### config.mk
export PLATFORM = sky130hd
export DESIGN_NAME = led_brightness_word_builder_top_flat
export DESIGN_NICKNAME = d
export VERILOG_FILES = /design/src/sv/blbw_pkg.sv /design/src/sv/blbw_if.sv /design/src/sv/blbw_div2.sv /design/src/sv/led_brightness_word_builder_top.sv /design/src/flat_wrapper.sv
export SDC_FILE = /design/constraint.sdc
export NUM_CORES = 2
export LEC_CHECK = 0
export BUFFER_PORTS_ARGS = -buffer_cell sky130_fd_sc_hd__buf_2
export CORE_ASPECT_RATIO = 2
export CORE_UTILIZATION = 39
export CTS_BUF_LIST = sky130_fd_sc_hd__clkbuf_4 sky130_fd_sc_hd__clkbuf_8
export CTS_CLUSTER_DIAMETER = 60
export DETAILED_ROUTE_END_ITERATION = 6
export PLACE_DENSITY_LB_ADDON = 0.08
export SLEW_MARGIN = 20
export SYNTH_ARGS = -nofsm -noshare
export SYNTH_HDL_FRONTEND = slang
export SYNTH_HIERARCHICAL = 1
export SYNTH_SLANG_ARGS = --single-unit
### constraint.sdc
create_clock -name i_clk -period 104.6 [get_ports i_clk]
set_input_delay 20.92 -clock i_clk [delete_from_list [all_inputs] [get_ports i_clk]]
set_output_delay 20.92 -clock i_clk [all_outputs]
set_load 0.05 [all_outputs]
### src/sv/blbw_pkg.sv
package blbw_pkg;

    localparam int QUO_W = 8;

    typedef enum logic [2:0] {
        SECT_0 = 3'd0,
        SECT_1 = 3'd1,
        SECT_2 = 3'd2,
        SECT_3 = 3'd3,
        SECT_4 = 3'd4,
        SECT_5 = 3'd5
    } t_sector;

    localparam logic [7:0]  BRIGHT_RESET = 8'd255;
    localparam logic [16:0] RECIP_LOW    = 17'd65794;
    localparam logic [24:0] RECIP_MID    = 25'd16909061;

endpackage

### src/sv/blbw_if.sv
interface blbw_pix_if;
    logic       valid;
    logic       ready;
    logic [7:0] red_in;
    logic [7:0] green_in;
    logic [7:0] blue_in;
    logic       last_pixel;
    modport source (output valid, red_in, green_in, blue_in, last_pixel, input ready);
    modport sink   (input valid, red_in, green_in, blue_in, last_pixel, output ready);
endinterface

interface blbw_word_if;
    logic        valid;
    logic        ready;
    logic [31:0] led_word;
    logic        last_word;
    modport source (output valid, led_word, last_word, input ready);
    modport sink   (input valid, led_word, last_word, output ready);
endinterface

interface blbw_cfg_if;
    logic       valid;
    logic       ready;
    logic [7:0] brightness;
    modport source (output valid, brightness, input ready);
    modport sink   (input valid, brightness, output ready);
endinterface

### src/sv/blbw_div2.sv
module blbw_div2 #(
    parameter int DVD_W  = 19,
    parameter int DVS_W  = 11,
    parameter int SIDE_W = 1
) (
    input  logic                          i_clk,
    input  logic                          i_rst_n,
    input  logic                          i_en,
    input  logic                          i_valid,
    input  logic [DVD_W-1:0]              i_dvd_a,
    input  logic [DVS_W-1:0]              i_dvs_a,
    input  logic [DVD_W-1:0]              i_dvd_b,
    input  logic [DVS_W-1:0]              i_dvs_b,
    input  logic [SIDE_W-1:0]             i_side,
    output logic                          o_valid,
    output logic [blbw_pkg::QUO_W-1:0]    o_quo_a,
    output logic [blbw_pkg::QUO_W-1:0]    o_quo_b,
    output logic [SIDE_W-1:0]             o_side
);
    import blbw_pkg::*;

    localparam int EXT_W = DVD_W + QUO_W;

    logic                w_vld   [QUO_W+1];
    logic [DVD_W-1:0]    w_rem_a [QUO_W+1];
    logic [DVD_W-1:0]    w_rem_b [QUO_W+1];
    logic [DVS_W-1:0]    w_dvs_a [QUO_W+1];
    logic [DVS_W-1:0]    w_dvs_b [QUO_W+1];
    logic [QUO_W-1:0]    w_quo_a [QUO_W+1];
    logic [QUO_W-1:0]    w_quo_b [QUO_W+1];
    logic [SIDE_W-1:0]   w_side  [QUO_W+1];

    assign w_vld[0]   = i_valid;
    assign w_rem_a[0] = i_dvd_a;
    assign w_rem_b[0] = i_dvd_b;
    assign w_dvs_a[0] = i_dvs_a;
    assign w_dvs_b[0] = i_dvs_b;
    assign w_quo_a[0] = '0;
    assign w_quo_b[0] = '0;
    assign w_side[0]  = i_side;

    for (genvar k = 0; k < QUO_W; k++) begin : g_stage
        logic [EXT_W-1:0]  sh_a, sh_b;
        logic              ge_a, ge_b;
        logic              r_vld;
        logic [DVD_W-1:0]  r_rem_a, r_rem_b;
        logic [DVS_W-1:0]  r_dvs_a, r_dvs_b;
        logic [QUO_W-1:0]  r_quo_a, r_quo_b;
        logic [SIDE_W-1:0] r_side;

        assign sh_a = {{(EXT_W-DVS_W){1'b0}}, w_dvs_a[k]} << (QUO_W-1-k);
        assign sh_b = {{(EXT_W-DVS_W){1'b0}}, w_dvs_b[k]} << (QUO_W-1-k);
        assign ge_a = {{QUO_W{1'b0}}, w_rem_a[k]} >= sh_a;
        assign ge_b = {{QUO_W{1'b0}}, w_rem_b[k]} >= sh_b;

        always_ff @(posedge i_clk) begin
            if (!i_rst_n) begin
                r_vld <= 1'b0;
            end else if (i_en) begin
                r_vld <= w_vld[k];
            end
        end

        always_ff @(posedge i_clk) begin
            if (i_en) begin
                r_rem_a <= ge_a ? w_rem_a[k] - sh_a[DVD_W-1:0] : w_rem_a[k];
                r_rem_b <= ge_b ? w_rem_b[k] - sh_b[DVD_W-1:0] : w_rem_b[k];
                r_dvs_a <= w_dvs_a[k];
                r_dvs_b <= w_dvs_b[k];
                r_quo_a <= {w_quo_a[k][QUO_W-2:0], ge_a};
                r_quo_b <= {w_quo_b[k][QUO_W-2:0], ge_b};
                r_side  <= w_side[k];
            end
        end

        assign w_vld[k+1]   = r_vld;
        assign w_rem_a[k+1] = r_rem_a;
        assign w_rem_b[k+1] = r_rem_b;
        assign w_dvs_a[k+1] = r_dvs_a;
        assign w_dvs_b[k+1] = r_dvs_b;
        assign w_quo_a[k+1] = r_quo_a;
        assign w_quo_b[k+1] = r_quo_b;
        assign w_side[k+1]  = r_side;
    end

    assign o_valid = w_vld[QUO_W];
    assign o_quo_a = w_quo_a[QUO_W];
    assign o_quo_b = w_quo_b[QUO_W];
    assign o_side  = w_side[QUO_W];

endmodule

### src/sv/led_brightness_word_builder_top.sv
// Pixel to serializer word converter with a forced brightness.
// i_pix carries one RGB pixel and its last flag per request. o_word carries
// the word green<<24 | red<<16 | blue<<8 and the copied last flag.
// i_cfg writes the brightness register; it is always ready and should only
// be written while no pixel is in flight.
// The pipeline accepts one pixel every cycle while the receiver does not
// stall. The pixel passes fourteen register stages: the input stage, one
// stage that forms the hue and saturation fractions, eight stages of the
// restoring divider pair, two stages of back conversion products, one
// reciprocal multiply stage that divides by 255 and 65025, and the output
// register.
// When the receiver stalls, the whole pipeline holds and i_pix.ready drops
// in the same cycle, so nothing is lost or repeated.
// A synchronous reset clears every valid bit and sets brightness to 255.
module led_brightness_word_builder_top (
    input  logic        i_clk,
    input  logic        i_rst_n,
    blbw_pix_if.sink    i_pix,
    blbw_cfg_if.sink    i_cfg,
    blbw_word_if.source o_word
);
    import blbw_pkg::*;

    logic [7:0] r_bright;
    logic       w_en;

    assign i_cfg.ready  = 1'b1;

    always_ff @(posedge i_clk) begin
        if (!i_rst_n) begin
            r_bright <= BRIGHT_RESET;
        end else if (i_cfg.valid) begin
            r_bright <= i_cfg.brightness;
        end
    end

    logic r_ovld;
    assign w_en        = !r_ovld || o_word.ready;
    assign i_pix.ready = w_en;

    logic       r0_vld, r0_last;
    logic [7:0] r0_r, r0_g, r0_b;

    always_ff @(posedge i_clk) begin
        if (!i_rst_n) begin
            r0_vld <= 1'b0;
        end else if (w_en) begin
            r0_vld <= i_pix.valid;
        end
    end

    always_ff @(posedge i_clk) begin
        if (w_en) begin
            r0_r    <= i_pix.red_in;
            r0_g    <= i_pix.green_in;
            r0_b    <= i_pix.blue_in;
            r0_last <= i_pix.last_pixel;
        end
    end

    logic [7:0]  mx, mn, d;
    logic [10:0] d6, num;
    logic [18:0] n_hdvd, n_sdvd;
    logic [10:0] n_hdvs, n_sdvs;

    always_comb begin
        mx = r0_r;
        if (r0_g > mx) mx = r0_g;
        if (r0_b > mx) mx = r0_b;
        mn = r0_r;
        if (r0_g < mn) mn = r0_g;
        if (r0_b < mn) mn = r0_b;
        d  = mx - mn;
        d6 = ({3'b0, d} << 2) + ({3'b0, d} << 1);
        if (d == 8'd0) begin
            num = 11'd0;
        end else if (mx == r0_r) begin
            if (r0_g >= r0_b) begin
                num = {3'b0, r0_g} - {3'b0, r0_b};
            end else begin
                num = {3'b0, r0_g} + d6 - {3'b0, r0_b};
            end
        end else if (mx == r0_g) begin
            num = {3'b0, r0_b} + ({3'b0, d} << 1) - {3'b0, r0_r};
        end else begin
            num = {3'b0, r0_r} + ({3'b0, d} << 2) - {3'b0, r0_g};
        end
        n_hdvd = ({8'b0, num} << 8) - {8'b0, num};
        n_hdvs = (d == 8'd0) ? 11'd1 : d6;
        n_sdvd = ({11'b0, d} << 8) - {11'b0, d};
        n_sdvs = (mx == 8'd0) ? 11'd1 : {3'b0, mx};
    end

    logic        r1_vld, r1_last;
    logic [18:0] r1_hdvd, r1_sdvd;
    logic [10:0] r1_hdvs, r1_sdvs;

    always_ff @(posedge i_clk) begin
        if (!i_rst_n) begin
            r1_vld <= 1'b0;
        end else if (w_en) begin
            r1_vld <= r0_vld;
        end
    end

    always_ff @(posedge i_clk) begin
        if (w_en) begin
            r1_hdvd <= n_hdvd;
            r1_hdvs <= n_hdvs;
            r1_sdvd <= n_sdvd;
            r1_sdvs <= n_sdvs;
            r1_last <= r0_last;
        end
    end

    logic       f_vld;
    logic [7:0] f_hue, f_sat;
    logic [0:0] f_side;

    blbw_div2 #(.DVD_W(19), .DVS_W(11), .SIDE_W(1)) u_fwd_div (
        .i_clk   (i_clk),
        .i_rst_n (i_rst_n),
        .i_en    (w_en),
        .i_valid (r1_vld),
        .i_dvd_a (r1_hdvd),
        .i_dvs_a (r1_hdvs),
        .i_dvd_b (r1_sdvd),
        .i_dvs_b (r1_sdvs),
        .i_side  (r1_last),
        .o_valid (f_vld),
        .o_quo_a (f_hue),
        .o_quo_b (f_sat),
        .o_side  (f_side)
    );

    logic [10:0] h6;
    logic [8:0]  ph;
    logic [7:0]  ph_dev, f, sinv;
    logic [15:0] sf;
    logic [16:0] t17;
    t_sector     n_sect;

    always_comb begin
        h6 = ({3'b0, f_hue} << 2) + ({3'b0, f_hue} << 1);
        if (h6 >= 11'd1530) begin
            ph = 9'(h6 - 11'd1530);
        end else if (h6 >= 11'd1020) begin
            ph = 9'(h6 - 11'd1020);
        end else if (h6 >= 11'd510) begin
            ph = 9'(h6 - 11'd510);
        end else begin
            ph = h6[8:0];
        end
        ph_dev = (ph >= 9'd255) ? 8'(ph - 9'd255) : 8'(9'd255 - ph);
        f      = 8'd255 - ph_dev;
        if (h6 >= 11'd1275) begin
            n_sect = SECT_5;
        end else if (h6 >= 11'd1020) begin
            n_sect = SECT_4;
        end else if (h6 >= 11'd765) begin
            n_sect = SECT_3;
        end else if (h6 >= 11'd510) begin
            n_sect = SECT_2;
        end else if (h6 >= 11'd255) begin
            n_sect = SECT_1;
        end else begin
            n_sect = SECT_0;
        end
        sinv = 8'd255 - f_sat;
        sf   = {8'b0, f_sat} * {8'b0, f};
        t17  = ({9'b0, sinv} << 8) - {9'b0, sinv} + {1'b0, sf};
    end

    logic        r2_vld, r2_last;
    logic [7:0]  r2_v;
    logic [15:0] r2_x, r2_t;
    t_sector     r2_sect;

    always_ff @(posedge i_clk) begin
        if (!i_rst_n) begin
            r2_vld <= 1'b0;
        end else if (w_en) begin
            r2_vld <= f_vld;
        end
    end

    always_ff @(posedge i_clk) begin
        if (w_en) begin
            r2_x    <= {8'b0, r_bright} * {8'b0, sinv};
            r2_t    <= t17[15:0];
            r2_v    <= r_bright;
            r2_sect <= n_sect;
            r2_last <= f_side[0];
        end
    end

    logic        r3_vld, r3_last;
    logic [7:0]  r3_v;
    logic [15:0] r3_x;
    logic [23:0] r3_m;
    t_sector     r3_sect;

    always_ff @(posedge i_clk) begin
        if (!i_rst_n) begin
            r3_vld <= 1'b0;
        end else if (w_en) begin
            r3_vld <= r2_vld;
        end
    end

    always_ff @(posedge i_clk) begin
        if (w_en) begin
            r3_m    <= {16'b0, r2_v} * {8'b0, r2_t};
            r3_x    <= r2_x;
            r3_v    <= r2_v;
            r3_sect <= r2_sect;
            r3_last <= r2_last;
        end
    end

    logic [31:0] n_lprod;
    logic [47:0] n_mprod;

    always_comb begin
        n_lprod = {16'b0, r3_x} * {15'b0, RECIP_LOW};
        n_mprod = {24'b0, r3_m} * {23'b0, RECIP_MID};
    end

    logic        r4_vld, r4_last;
    logic [7:0]  r4_v, r4_low, r4_mid;
    t_sector     r4_sect;

    always_ff @(posedge i_clk) begin
        if (!i_rst_n) begin
            r4_vld <= 1'b0;
        end else if (w_en) begin
            r4_vld <= r3_vld;
        end
    end

    always_ff @(posedge i_clk) begin
        if (w_en) begin
            r4_low  <= n_lprod[31:24];
            r4_mid  <= n_mprod[47:40];
            r4_v    <= r3_v;
            r4_sect <= r3_sect;
            r4_last <= r3_last;
        end
    end

    logic        b_vld;
    logic [7:0]  b_low, b_mid;

    assign b_vld = r4_vld;
    assign b_low = r4_low;
    assign b_mid = r4_mid;

    logic [7:0] ro, go, bo, bv;
    t_sector    b_sect;

    always_comb begin
        bv     = r4_v;
        b_sect = r4_sect;
        case (b_sect)
            SECT_0: begin ro = bv;    go = b_mid; bo = b_low; end
            SECT_1: begin ro = b_mid; go = bv;    bo = b_low; end
            SECT_2: begin ro = b_low; go = bv;    bo = b_mid; end
            SECT_3: begin ro = b_low; go = b_mid; bo = bv;    end
            SECT_4: begin ro = b_mid; go = b_low; bo = bv;    end
            default: begin ro = bv;   go = b_low; bo = b_mid; end
        endcase
    end

    logic [31:0] r_word;
    logic        r_last;

    always_ff @(posedge i_clk) begin
        if (!i_rst_n) begin
            r_ovld <= 1'b0;
        end else if (w_en) begin
            r_ovld <= b_vld;
        end
    end

    always_ff @(posedge i_clk) begin
        if (w_en) begin
            r_word <= {go, ro, bo, 8'h00};
            r_last <= r4_last;
        end
    end

    assign o_word.valid     = r_ovld;
    assign o_word.led_word  = r_word;
    assign o_word.last_word = r_last;

`ifndef SYNTHESIS
    a_bright_reset: assert property (@(posedge i_clk)
        !i_rst_n |=> r_bright == BRIGHT_RESET)
        else $error("brightness not restored by reset");
    a_low_byte: assert property (@(posedge i_clk) disable iff (!i_rst_n)
        o_word.valid |-> o_word.led_word[7:0] == 8'h00)
        else $error("low byte of word not zero");
    a_stall_hold: assert property (@(posedge i_clk) disable iff (!i_rst_n)
        r_ovld && !o_word.ready |=> r_ovld && $stable(r_word) && $stable(r3_vld))
        else $error("pipeline moved during stall");
    a_chroma_full: assert property (@(posedge i_clk) disable iff (!i_rst_n)
        b_vld && w_en |=> r_word[31:24] == $past(bv) || r_word[23:16] == $past(bv)
        || r_word[15:8] == $past(bv))
        else $error("no channel carries the brightness");
`endif

endmodule

### src/flat_wrapper.sv
// flat-port wrapper written by rule: the top's interface ports become plain ports
module led_brightness_word_builder_top_flat import blbw_pkg::*;
  (i_clk, i_rst_n, i_pix_valid, i_pix_red_in, i_pix_green_in, i_pix_blue_in, i_pix_last_pixel, i_pix_ready, i_cfg_valid, i_cfg_brightness, i_cfg_ready, o_word_valid, o_word_led_word, o_word_last_word, o_word_ready);
  blbw_pix_if i_pix_i ();
  blbw_cfg_if i_cfg_i ();
  blbw_word_if o_word_i ();
  input  logic i_clk;
  input  logic i_rst_n;
  input wire logic [$bits(i_pix_i.valid)-1:0] i_pix_valid;
  input wire logic [$bits(i_pix_i.red_in)-1:0] i_pix_red_in;
  input wire logic [$bits(i_pix_i.green_in)-1:0] i_pix_green_in;
  input wire logic [$bits(i_pix_i.blue_in)-1:0] i_pix_blue_in;
  input wire logic [$bits(i_pix_i.last_pixel)-1:0] i_pix_last_pixel;
  output wire logic [$bits(i_pix_i.ready)-1:0] i_pix_ready;
  input wire logic [$bits(i_cfg_i.valid)-1:0] i_cfg_valid;
  input wire logic [$bits(i_cfg_i.brightness)-1:0] i_cfg_brightness;
  output wire logic [$bits(i_cfg_i.ready)-1:0] i_cfg_ready;
  output wire logic [$bits(o_word_i.valid)-1:0] o_word_valid;
  output wire logic [$bits(o_word_i.led_word)-1:0] o_word_led_word;
  output wire logic [$bits(o_word_i.last_word)-1:0] o_word_last_word;
  input wire logic [$bits(o_word_i.ready)-1:0] o_word_ready;
  assign i_pix_i.valid = i_pix_valid;
  assign i_pix_i.red_in = i_pix_red_in;
  assign i_pix_i.green_in = i_pix_green_in;
  assign i_pix_i.blue_in = i_pix_blue_in;
  assign i_pix_i.last_pixel = i_pix_last_pixel;
  assign i_pix_ready = i_pix_i.ready;
  assign i_cfg_i.valid = i_cfg_valid;
  assign i_cfg_i.brightness = i_cfg_brightness;
  assign i_cfg_ready = i_cfg_i.ready;
  assign o_word_valid = o_word_i.valid;
  assign o_word_led_word = o_word_i.led_word;
  assign o_word_last_word = o_word_i.last_word;
  assign o_word_i.ready = o_word_ready;
  led_brightness_word_builder_top u_core (.i_clk(i_clk), .i_rst_n(i_rst_n), .i_pix(i_pix_i), .i_cfg(i_cfg_i), .o_word(o_word_i));
endmodule
==> metrics.md <==
| Metric | Value |
|---|---|
| Most used cell, CP | buf_2 |
| CTS H-tree depth | 3 |
| Req. time, crit path | about 84 ns |
| Layout area overhead | 8.862% |
| Min-delay src | u_core/u_fwd_div/g_stage[4].r_quo_b[0] |
| Area fraction of the dominant cell type after synthesis | between 30% and 40% |
| Critical path's largest stage delay | 0.34 ns |
| Inserted Clock Buffers | 114 |
| RD Place Congestion | 0.9196 |
| Critical path's slowest cell | buf_2 |
| Count leader, synth | edfxtp_1 |
| RSZ-0062 raised after global routing | no |
| # nets final | about 6100 |
| CP max FO | 6 |
| Die area | 143000 sq um |
| Pin count of the biggest net entering global routing | 80 |
| Setup Skew | 0.03326 ns |
| Antenna Nets Post-Route | 0 |
| Root buf cell | clkbuf_8 |
| Dominant synthesized flop cell | edfxtp_1 |
| Rel. slew slack | 25.45% |
| YS warnings | 6 |
| Clock Tree Buf Depth | 3 |
| DR pass1 iterations | 5 |
| Final HPWL DP | between 100 and 150 mm |
| Core Box Area | approximately 140000 sq um |
| I/O pins | 74 |
| Synth cell count leaders | edfxtp_1, ha_1, inv_1 |
| Die height | around 530 um |
| Crit. path cell count | 3 |
| Mean Syn Cell Area | 11.00 sq um |
| Post-Syn Area | 55130 sq um |
| Drt total wl | 139.2 mm |
| Slew Limit Fails | 0 |
| DR WL/cell | approximately 20 um |
| Crit path DAT | approximately 22 ns |
| Clock sinks | around 750 |
| R2R setup slack | just over 90 ns |
| Crit end category | output pin |
| Final hold vios | 0 |
| EDFF count, synth | 730 |
| Vias per cell | 5.188 |
| Fmax | approximately 23 MHz |
| Post-CTS setup buffer count | 0 |
| Number of global-route vias before repair | 39660 |
| Reg2reg start | u_core/r0_r[1] |
| GRT Overall Usage | 19.81% |
| # fillers | 13540 |
| Total gr overflow | 0 |
| Leading area contributor after synthesis | edfxtp_1 |
| Total of max-cap violations | 0 |
| Unique masters post-synth | around 110 |
| FF+latch count, synth | about 750 |
| CTS hold repair buffers | 0 |
| CP Launch Type | input port |
| Seq/Total Area, Yosys | 40.56% |
| Clk slew on worst S/H paths | 0.06 ns |
| Input/output buffers | 64 |
| Layout cell share with drive strength beyond 1 | 8.002% |
| Critical path class | input port to output pin |
| HP Class | register to register |
| Worst slew pin tran | 1.107 ns |
| Endpoints failing setup | 0 |
| Antenna violations before repair | 1 |
| Worst r2r dst | u_core/r1_hdvd[15] |
| Vias | ~37000 |
| Fin crit share | between 40% and 50% |
| Setup_tns | 0 ns |
| PostCTS Resize Cnt | 0 |
| Post-synth ARST share | 0% |
| WHS Path Cells | 0 |
| Synth Instances | 5010 |
| Reg2reg path depth | 47 |
| Tmin final | 42.59 ns |
| Initial Util | between 30% and 40% |
| CTS tree | built |
| CP endpoint | i_pix_ready |
| Status | finished clean |
| Worst-path cell chain | buf_2 > nand2b_4 > buf_2 |
| Row cnt | 194 |
| Crit path buffers/inverters | 2 |
| CP top delay family | buffers and inverters |
| Synth area leaders | edfxtp_1, ha_1, fa_1, inv_1, xnor2_1 |
| CP startpoint | o_word_ready |
| First-pass GRT wire length | 213.4 mm |
| Iteration-0 DRC Markers | 1455 |
| DRC | 0 |
| DIE WIDTH | 267.9 um |
| Clk Latency, worst-skew pair | 0.84 ns |
-- per-stage QoR --
step / hold slack (ns) / instance area [sq um] / std cells / setup slack, ns / utilization [%]
after CTS: 0.4022 / 60010 / 7097 / 61.94 / 42.84
final: 0.4086 / 60020 / 7100 / 62.01 / 42.85
after detailed placement: 0.4045 / 57660 / 6885 / 61.94 / 41.17
after global routing: 0.4153 / 60010 / 7099 / 61.97 / 42.85
after global placement: 0.4008 / 57660 / 6885 / 61.94 / 41.17
after floorplan: 0.4003 / 55180 / 5024 / 42.37 / -
-- flip-flops by register name, summed over array words and instances (netlist names), 11 cells and up --
name	count
u_core/u_fwd_div/g_stage.r_rem_a	133
u_core/u_fwd_div/g_stage.r_rem_b	133
u_core/u_fwd_div/g_stage.r_dvs_a	77
u_core/u_fwd_div/g_stage.r_dvs_b	77
u_core/u_fwd_div/g_stage.r_quo_a	28
u_core/u_fwd_div/g_stage.r_quo_b	28
u_core/o_word.led_word	24
u_core/r3_m	24
u_core/r1_hdvd	19
u_core/r1_sdvd	17
u_core/r2_t	16
u_core/r2_x	16
u_core/r3_x	16
u_core/r1_hdvs	11
-- worst min path at each step --
stage	endpoint	slack, ns
2_1_floorplan	u_core/b_sect[0]	0.40
3_3_place_gp	u_core/r3_x[8]	0.40
3_5_place_dp	u_core/u_fwd_div/g_stage[3].r_quo_b[1]	0.40
4_1_cts	u_core/u_fwd_div/g_stage[5].r_quo_b[1]	0.40
5_1_grt	u_core/u_fwd_div/g_stage[3].r_quo_a[1]	0.42
6_report	u_core/u_fwd_div/g_stage[5].r_quo_b[1]	0.41
-- cells by family after synthesis --
kind of cell | synth area share (%)
AOI/OAI and AO/OA | 10.94
other | 0.01362
DFF | 40.56
muxes | 2.151
buffers and inverters | 5.463
xor gates and xnor gates | 4.650
and+or+nand+nor | 11.04
adders and majority gates | 25.17
-- layout by cell type (no fill, tap or decap), types with 41 or more instances in the layout --
master      n
ha_1      685
a21oi_1   308
buf_2      65
nor4_1     41
nor2_1    291
xor2_1     95
edfxtp_1  730
and2_1    101
xnor2_1   189
o21ai_0   171
a21o_1     83
nand3_1    46
mux2_2     56
nor2b_1   100
nand2_1   305
fa_1      264
nor3_1     78
a211oi_1   44
mux2i_1    47
inv_1     674
nand2b_1   81
clkbuf_8  114
-- cell type report --
type                            count  area, sq um  share of cell area [%]
Timing Repair Buffer              100        588.1                  0.9798
Clock buffer                      144         1794                   2.990
Multi-Input combinational cell   3493        29830                   49.70
Sequential cell                   752        22360                   37.26
Antenna cell                        2        5.005                0.008339
Clock inverter                     68        554.3                  0.9236
Tap cell                         1862         2330                   3.882
Inverter                          679         2554                   4.255
-- metal layers --
layer	up-vias	track usage [%]	part of all wire [%]
li1	17890	-	-
met1	17960	14.04	27
met2	624	44.15	63
met3	367	2.293	2.3
met4	0	13.62	7.6
met5	-	0	0
Power is left out: the tool's default activity adds up to more than one toggle a clock period on the data nets, which glitch-free logic cannot reach.
